File: config.mk
export PLATFORM = sky130hd
export DESIGN_NAME = quadrature_click_decoder_unit
export DESIGN_NICKNAME = d
export VERILOG_FILES = /design/src/hdl/qcd_pkg.sv /design/src/hdl/qcd_ctrl.sv /design/src/hdl/qcd_dp.sv /design/src/hdl/quadrature_click_decoder_unit.sv
export SDC_FILE = /design/constraint.sdc
export NUM_CORES = 1
export LEC_CHECK = 0
export ABC_AREA = 1
export ABC_CLOCK_PERIOD_IN_PS = 3400
export BUFFER_PORTS_ARGS = -buffer_cell sky130_fd_sc_hd__buf_2
export CORE_UTILIZATION = 30
export CTS_CLUSTER_SIZE = 28
export DETAILED_ROUTE_END_ITERATION = 7
export PLACE_DENSITY = 0.51
export SLEW_MARGIN = 20
export SYNTH_ARGS = -nofsm -noshare
export SYNTH_HDL_FRONTEND = slang
export SYNTH_SLANG_ARGS = --single-unit
File: constraint.sdc
create_clock -name clk -period 3.4 [get_ports clk]
set_input_delay 0.51 -clock clk [delete_from_list [all_inputs] [get_ports clk]]
set_output_delay 0.51 -clock clk [all_outputs]
set_load 0.005 [all_outputs]
File: src/hdl/qcd_pkg.sv
`timescale 1ns / 1ps
// ---------------------------------------------------------------------------
// qcd_pkg: shared types and constants for the quadrature click decoder
// Request payloads, command and event codes, the move table, and the
// command/status bundles between controller and datapath.
// ---------------------------------------------------------------------------
package qcd_pkg;

	// request payloads
	typedef struct packed {
		logic [1:0] command;
		logic       pin_a;
		logic       pin_b;
	} qcd_in_t;

	typedef struct packed {
		logic [1:0] event_res;
		logic       last;
	} qcd_out_t;

	// command codes
	localparam logic [1:0] CMD_SAMPLE  = 2'd0;
	localparam logic [1:0] CMD_ENABLE  = 2'd1;
	localparam logic [1:0] CMD_DISABLE = 2'd2;
	localparam logic [1:0] CMD_CLEAR   = 2'd3;

	// event codes
	localparam logic [1:0] EV_CHANGED = 2'd0;
	localparam logic [1:0] EV_RIGHT   = 2'd1;
	localparam logic [1:0] EV_LEFT    = 2'd2;

	// moves per click limits
	localparam logic [6:0] DEFAULT_MPC = 7'd4;
	localparam logic [6:0] MAX_MPC     = 7'd64;

	// controller -> datapath
	typedef struct packed {
		logic take_in;    // apply the accepted request
		logic load_chg;   // load a changed event into the output register
		logic load_click; // load a click event and consume one click
	} qcd_cmd_t;

	// datapath -> controller
	typedef struct packed {
		logic go_eval;  // accepted request is a sample while running
		logic pending;  // balance holds at least one whole click
		logic out_free; // output register can take a new event
		logic out_last; // event held in the output register is the last one
	} qcd_sts_t;

	// index {B,A current, B,A previous} -> signed move
	function automatic logic signed [2:0] move_of(input logic [3:0] idx);
		logic signed [2:0] mv;
		case (idx)
			4'd0:    mv = 3'sd0;
			4'd1:    mv = 3'sd1;
			4'd2:    mv = -3'sd1;
			4'd3:    mv = 3'sd2;
			4'd4:    mv = -3'sd1;
			4'd5:    mv = 3'sd0;
			4'd6:    mv = -3'sd2;
			4'd7:    mv = 3'sd1;
			4'd8:    mv = 3'sd1;
			4'd9:    mv = -3'sd2;
			4'd10:   mv = 3'sd0;
			4'd11:   mv = -3'sd1;
			4'd12:   mv = 3'sd2;
			4'd13:   mv = -3'sd1;
			4'd14:   mv = 3'sd1;
			default: mv = 3'sd0;
		endcase
		return mv;
	endfunction

endpackage

File: src/hdl/qcd_ctrl.sv
`timescale 1ns / 1ps
// ---------------------------------------------------------------------------
// qcd_ctrl: sequencing controller
// Accepts one request at a time and steps the datapath through evaluation,
// the changed event and up to two click events.
// ---------------------------------------------------------------------------
module qcd_ctrl (
	input  logic               clk,
	input  logic               arst_n,
	input  logic               in_valid,
	output logic               in_stall,
	input  qcd_pkg::qcd_sts_t  sts,
	output qcd_pkg::qcd_cmd_t  cmd
);
	import qcd_pkg::*;

	typedef enum logic [3:0] {
		ST_IDLE = 4'b0001,
		ST_EVAL = 4'b0010,
		ST_CHG  = 4'b0100,
		ST_CLK  = 4'b1000
	} qcd_state_t;

	qcd_state_t state_q, state_d;

	assign in_stall = (state_q != ST_IDLE);

	always_comb begin
		state_d = state_q;
		cmd     = '0;
		case (state_q)
			ST_IDLE: begin
				if (in_valid) begin
					cmd.take_in = 1'b1;
					if (sts.go_eval) begin
						state_d = ST_EVAL;
					end
				end
			end
			ST_EVAL: begin
				if (!sts.pending) begin
					state_d = ST_IDLE;
				end else if (sts.out_free) begin
					cmd.load_chg = 1'b1;
					state_d      = ST_CHG;
				end
			end
			ST_CHG: begin
				if (sts.out_free) begin
					cmd.load_click = 1'b1;
					state_d        = ST_CLK;
				end
			end
			ST_CLK: begin
				// out_last refers to the click just taken
				if (sts.out_free) begin
					if (sts.out_last) begin
						state_d = ST_IDLE;
					end else begin
						cmd.load_click = 1'b1;
					end
				end
			end
			default: begin
				state_d = ST_IDLE;
			end
		endcase
	end

	always_ff @(posedge clk or negedge arst_n) begin
		if (!arst_n) begin
			state_q <= ST_IDLE;
		end else begin
			state_q <= state_d;
		end
	end

endmodule

File: src/hdl/qcd_dp.sv
`timescale 1ns / 1ps
// ---------------------------------------------------------------------------
// qcd_dp: decoder datapath
// Pin history, enable flag, move balance, click size register and the
// output event register.
// ---------------------------------------------------------------------------
module qcd_dp (
	input  logic               clk,
	input  logic               arst_n,
	input  qcd_pkg::qcd_in_t   in_data,
	input  logic               cfg_we,
	input  logic [6:0]         cfg_wdata,
	output logic               out_valid,
	input  logic               out_stall,
	output qcd_pkg::qcd_out_t  out_data,
	input  qcd_pkg::qcd_cmd_t  cmd,
	output qcd_pkg::qcd_sts_t  sts
);
	import qcd_pkg::*;

	logic [6:0]        mpc_q;
	logic [1:0]        hist_q;
	logic              run_q;
	logic signed [7:0] bal_q;
	logic              dir_neg_q;
	logic              second_q;
	logic              out_valid_q;
	qcd_out_t          out_q;

	logic signed [8:0] bal9, mpc9, step9;
	logic              pos, neg, still;
	logic signed [2:0] mv;
	logic              out_take;

	// 9-bit signed compare space; balance stays within +-65
	assign bal9  = {bal_q[7], bal_q};
	assign mpc9  = {2'b00, mpc_q};
	assign pos   = (bal9 >= mpc9);
	assign neg   = ((bal9 + mpc9) <= 9'sd0);
	assign step9 = dir_neg_q ? (bal9 + mpc9) : (bal9 - mpc9);
	assign still = dir_neg_q ? ((step9 + mpc9) <= 9'sd0) : (step9 >= mpc9);

	assign mv       = move_of({in_data.pin_b, in_data.pin_a, hist_q});
	assign out_take = out_valid_q && !out_stall;

	assign sts.go_eval  = (in_data.command == CMD_SAMPLE) && run_q;
	assign sts.pending  = pos || neg;
	assign sts.out_free = !out_valid_q || !out_stall;
	assign sts.out_last = out_q.last;

	assign out_valid = out_valid_q;
	assign out_data  = out_q;

	// click size register, zero reverts to default, saturates at the maximum
	always_ff @(posedge clk or negedge arst_n) begin
		if (!arst_n) begin
			mpc_q <= DEFAULT_MPC;
		end else if (cfg_we) begin
			if (cfg_wdata == 7'd0) begin
				mpc_q <= DEFAULT_MPC;
			end else if (cfg_wdata > MAX_MPC) begin
				mpc_q <= MAX_MPC;
			end else begin
				mpc_q <= cfg_wdata;
			end
		end
	end

	always_ff @(posedge clk or negedge arst_n) begin
		if (!arst_n) begin
			hist_q    <= 2'd0;
			run_q     <= 1'b0;
			bal_q     <= 8'sd0;
			dir_neg_q <= 1'b0;
			second_q  <= 1'b0;
		end else begin
			if (cmd.take_in) begin
				case (in_data.command)
					CMD_SAMPLE: begin
						if (run_q) begin
							hist_q <= {in_data.pin_b, in_data.pin_a};
							bal_q  <= bal_q + {{5{mv[2]}}, mv};
						end
					end
					CMD_ENABLE: begin
						hist_q <= {in_data.pin_b, in_data.pin_a};
						run_q  <= 1'b1;
					end
					CMD_DISABLE: begin
						run_q <= 1'b0;
					end
					CMD_CLEAR: begin
						bal_q <= 8'sd0;
					end
					default: begin
						run_q <= run_q;
					end
				endcase
			end
			if (cmd.load_chg) begin
				dir_neg_q <= !pos;
				second_q  <= 1'b0;
			end
			if (cmd.load_click) begin
				bal_q    <= step9[7:0];
				second_q <= 1'b1;
			end
		end
	end

	always_ff @(posedge clk or negedge arst_n) begin
		if (!arst_n) begin
			out_valid_q <= 1'b0;
		end else if (cmd.load_chg || cmd.load_click) begin
			out_valid_q <= 1'b1;
		end else if (out_take) begin
			out_valid_q <= 1'b0;
		end
	end

	always_ff @(posedge clk) begin
		if (cmd.load_chg) begin
			out_q.event_res <= EV_CHANGED;
			out_q.last      <= 1'b0;
		end else if (cmd.load_click) begin
			out_q.event_res <= dir_neg_q ? EV_LEFT : EV_RIGHT;
			out_q.last      <= second_q || !still;
		end
	end

endmodule

File: src/hdl/quadrature_click_decoder_unit.sv
`timescale 1ns / 1ps
// ---------------------------------------------------------------------------
// quadrature_click_decoder_unit: quadrature encoder click decoder
// Turns sampled A/B encoder levels into changed / right / left click events.
// ---------------------------------------------------------------------------
// Each request carries a command and the sampled A/B pins. A sample (while
// enabled) forms an index from the previous and current pin pair, looks up a
// move of -2..+2 and adds it to a signed balance. Once the balance reaches
// plus or minus click_size a changed event goes out, then one right or
// left click per whole click consumed, at most two per sample; the final
// event of a request carries last. Enable primes the pin history, disable
// makes samples no-ops, clear zeroes the balance. Requests are handled one
// at a time. The controller emits events one by one through a single
// output register; the next request is taken only once the last event
// has left the output register.
// click_size is written through cfg_we/cfg_wdata, by the user only while idle;
// the block does not enforce it. Zero reverts to 4, values above 64 saturate.
// ---------------------------------------------------------------------------
module quadrature_click_decoder_unit (
	input  logic               clk,
	input  logic               arst_n,
	// request in
	input  logic               in_valid,
	output logic               in_stall,
	input  qcd_pkg::qcd_in_t   in_data,
	// event out
	output logic               out_valid,
	input  logic               out_stall,
	output qcd_pkg::qcd_out_t  out_data,
	// click_size register
	input  logic               cfg_we,
	input  logic [6:0]         cfg_wdata
);
	import qcd_pkg::*;

	qcd_cmd_t cmd;
	qcd_sts_t sts;

	// sequencing: idle -> evaluate -> changed -> clicks
	qcd_ctrl u_ctrl (
		.clk      (clk),
		.arst_n   (arst_n),
		.in_valid (in_valid),
		.in_stall (in_stall),
		.sts      (sts),
		.cmd      (cmd)
	);

	// state, balance arithmetic and output register
	qcd_dp u_dp (
		.clk       (clk),
		.arst_n    (arst_n),
		.in_data   (in_data),
		.cfg_we    (cfg_we),
		.cfg_wdata (cfg_wdata),
		.out_valid (out_valid),
		.out_stall (out_stall),
		.out_data  (out_data),
		.cmd       (cmd),
		.sts       (sts)
	);

endmodule

==> results.py <==
metrics = {
    "outcome": {
        "status": "completed",
    },
    "min_path": {
        "holdCritPathClass": "input pin to asynchronous set/reset pin",
    },
    "logic_synthesis": {
        "yosysTopAreaCellShare": 0.189,
        "synth.area.top_cells": "dfrtp_1, ha_1, nand2_1, inv_1, nand3_1",
        "syn-mean-instance-area_um2": 6.89,
        "netlist_instances": 441,
        "synth_top_cell_by_area": "dfrtp_1",
        "synth_cell_type_count": 39,
        "synth_ff_type": "dfrtp_1",
        "synth-async-reset-ratio": 0.893,
        "synth_fp_nets": 502,
        "syn-cell-area_um2": 3040,
        "synth-seq-area-share": 0.226,
        "synth-seq-cells": 28,
        "synth_edf_count": 0,
        "ys_warn_count": 0,
    },
    "power": {
        "pwr-share-clk": 0.060,
        "switching_share": 0.523,
        "p_leak_nw": 1.90,
        "power_density_nw_per_um2": 983,
        "p_sw_w": 0.00188,
        "vdd_drop_max_uv": 353,
        "combPwrFrac": 0.772,
        "seq_power_share": 0.168,
        "p_int_w": 0.00172,
    },
    "job": {
        "drv_cap": 0,
    },
    "drt": {
        "num_vias": 2923,
        "vias_per_cell": 4.75,
        "post-route-drc-count": 0,
        "ant_nets": 0,
        "wl_per_cell_um": 13.5,
        "first_iter_violations": 195,
        "firstDrtPassIters": 4,
        "drt_wl_total_mm": 8.28,
    },
    "sta": {
        "finalCriticalPeriod_ns": 3.19,
        "final-setup-viol-count": 0,
        "slew_headroom": 0.604,
        "tightestPinTransition_ns": 0.591,
        "skew_ns": 0.00457,
        "hold_viol": 0,
        "period_share": 0.938,
        "slew_violations": 0,
        "fmax_mhz": 314,
    },
    "critical_path": {
        "arrival_ns": 3.37,
        "r2r-start": "u_dp.mpc_q[3]",
        "ff2ff_setup_slack_ns": 0.21,
        "cp_max_fo": 8,
        "cp-start-kind": "register",
        "worstSetupPathType": "register to register",
        "endpoint_kind": "register",
        "ff2ff_path_depth": 21,
        "r2r_end": "u_dp.out_data[0]",
        "crit_required_ns": 3.58,
    },
    "clock_tree": {
        "cts-buffers-inserted": 3,
        "path_clk_slew_ns": 0.10,
        "clk_latency_ns": 0.28,
        "cts_root_buf": "clkbuf_8",
        "clock-sinks": 28,
        "clockBufferDepth": 2,
        "cts_tree": "yes",
        "htree_num_levels": 1,
        "hold_buffers": 0,
    },
    "floorplanning": {
        "fp.dieW_um": 103,
        "start_util": 0.311,
        "core_area_um2": 9770,
        "die_area_um2": 10500,
        "io_pins": 21,
        "row_count": 36,
        "die_height_um": 103,
    },
    "cells_and_area": {
        "syn_to_final_growth_pct": 20.5,
        "n_antenna_cell": 0,
        "multi_input_area_um2": 2210,
        "final_layout_size_suffix_gt1_frac": 0.210,
        "fin_nets": 544,
        "regArea_um2": 691,
        "final_core_util": 0.375,
        "final_cells": 615,
        "fillCellCount": 1062,
    },
    "placement": {
        "routabilityCongestion": 0.946,
        "placed_cells": 601,
        "dp_hpwl_mm": 6.69,
        "io_buffers": 20,
    },
    "global_route": {
        "gr-usage-all-layers": 0.165,
        "grt_pass1_vias": 2792,
        "overflow": 0,
        "grt_pass1_wl_mm": 13.4,
        "grt_start_max_net_pins": 26,
        "antenna_found_initial": 0,
    },
}
[cells in the final DEF, fill, tap and decap left out, drive strengths merged, types with 2 or more instances in the layout]
cell type	synthesis	final
a21oi	30	30
a31oi	2	2
o21bai	2	2
nor2	38	38
dfrtp	23	23
nand2	110	110
nand3	35	35
o221ai	6	6
buf	4	41
clkbuf	0	4
xor2	12	12
o2111ai	2	2
xnor2	3	3
ha	41	41
nand4	8	8
nor3	3	3
inv	74	73
a21o	3	3
fa	4	4
dfstp	2	2
dfxtp	3	3
o211ai	3	3
o21ai	28	28
[sequential cells by signal, summed over array words and instances, names as in the netlist]
register,cells
u_ctrl.state_q,4
u_dp.bal_q,8
u_dp.dir_neg_q,1
u_dp.hist_q,2
u_dp.mpc_q,7
u_dp.out_data,3
u_dp.out_valid,1
u_dp.run_q,1
u_dp.second_q,1
[cell usage after synthesis (2+ instances only)]
master and instances:
xor2_1 12, dfrtp_1 23, ha_1 41, nor3_1 2
dfstp_2 2, a21o_1 3, o211ai_1 3, o21ai_1 2
a31oi_1 2, buf_2 3, inv_2 4, nand4_1 8
a21oi_1 29, nand2_1 109, o21bai_1 2, inv_1 69
nand3_1 32, nor2_1 36, xnor2_1 3, o21ai_0 25
dfxtp_1 3, fa_1 4, nand3_2 3, o221ai_1 6
[final cells by class]
type	count	share of cell area
Clock buffer	4	0.0150
Sequential cell	28	0.189
Timing Repair Buffer	41	0.0704
Multi-Input combinational cell	335	0.603
Inverter	74	0.0775
Tap cell	133	0.0454
[per-stage QoR]
| step | setup TNS [ns] | setup WS, ns | cell area [um2] | hold slack [ns] | power, W |
|---|---|---|---|---|---|
| floorplan | 0 | 0.341 | 3040 | 0.214 | 0.00232 |
| global placement | -0.0439 | -0.0439 | 3370 | 0.459 | 0.00297 |
| detailed placement | -0.0726 | -0.0726 | 3370 | 0.459 | 0.00298 |
| CTS | 0 | 0.0504 | 3430 | 0.234 | 0.00322 |
| global route | -0.0709 | -0.0709 | 3660 | 0.260 | 0.00402 |
| finish | 0 | 0.212 | 3660 | 0.213 | 0.00360 |
[critical path: stages (launching register included)]
cell and delay (ns):
dfrtp_1 0.40, inv_1 0.15, ha_4 0.35, clkinvlp_4 0.18, a21oi_2 0.18, nand2_1 0.09
nand2_1 0.06, o21ai_1 0.08, xor2_1 0.20, buf_4 0.14, buf_4 0.13, ha_1 0.23
a21oi_2 0.17, nand3_2 0.11, xor2_1 0.14, nand2_1 0.06, nor2_1 0.09, nand2_1 0.07
nor2_2 0.07, nor2_1 0.05, nor2_1 0.09, nor2_1 0.04
[what timing repair did]
item,4_1_cts,5_1_grt
gates resized for setup,3,41
cloned,0,0
buffers inserted,0,10
setup endpoints to repair,1,1
pin swaps,0,13
[kinds of logic (layout without fill, tap and decap cells)]
kind of cell	count (synthesis)	count (layout)	synth area share
buffers and inverters	78	119	0.0996
DFF	28	28	0.226
xor gates and xnor gates	15	15	0.0432
AOI/OAI and AO/OA	78	78	0.156
adders and majority gates	45	45	0.195
and+or+nand+nor	197	197	0.280
[power groups by stage]
stage	Combinational (W)	Sequential, W	Clock [W]
after detailed placement	0.00238	0.000599	0
after floorplan	0.00177	0.000547	0
after CTS	0.00240	0.000595	0.000221
after global placement	0.00237	0.000600	0
after global routing	0.00316	0.000626	0.000234
final	0.00278	0.000606	0.000215
[worst max-delay path by stage]
stage          depth (start not counted)     startpoint               end
2_1_floorplan                         21  u_dp.bal_q[0]  u_dp.out_data[0]
4_1_cts                               23  u_dp.mpc_q[2]  u_dp.out_data[0]
3_5_place_dp                          24  u_dp.mpc_q[2]  u_dp.out_data[0]
6_report                              21  u_dp.mpc_q[3]  u_dp.out_data[0]
5_1_grt                               21  u_dp.mpc_q[2]  u_dp.out_data[0]
3_3_place_gp                          24  u_dp.mpc_q[2]  u_dp.out_data[0]
[metal layers]
metal / track usage / up-vias / part of all wire
li1: - / 1525 / -
met1: 0.223 / 1345 / 0.49
met2: 0.278 / 43 / 0.47
met3: 0.0149 / 10 / 0.027
met4: 0.0505 / 0 / 0.016
met5: 0 / - / 0
(Power assumes the default switching activity.)
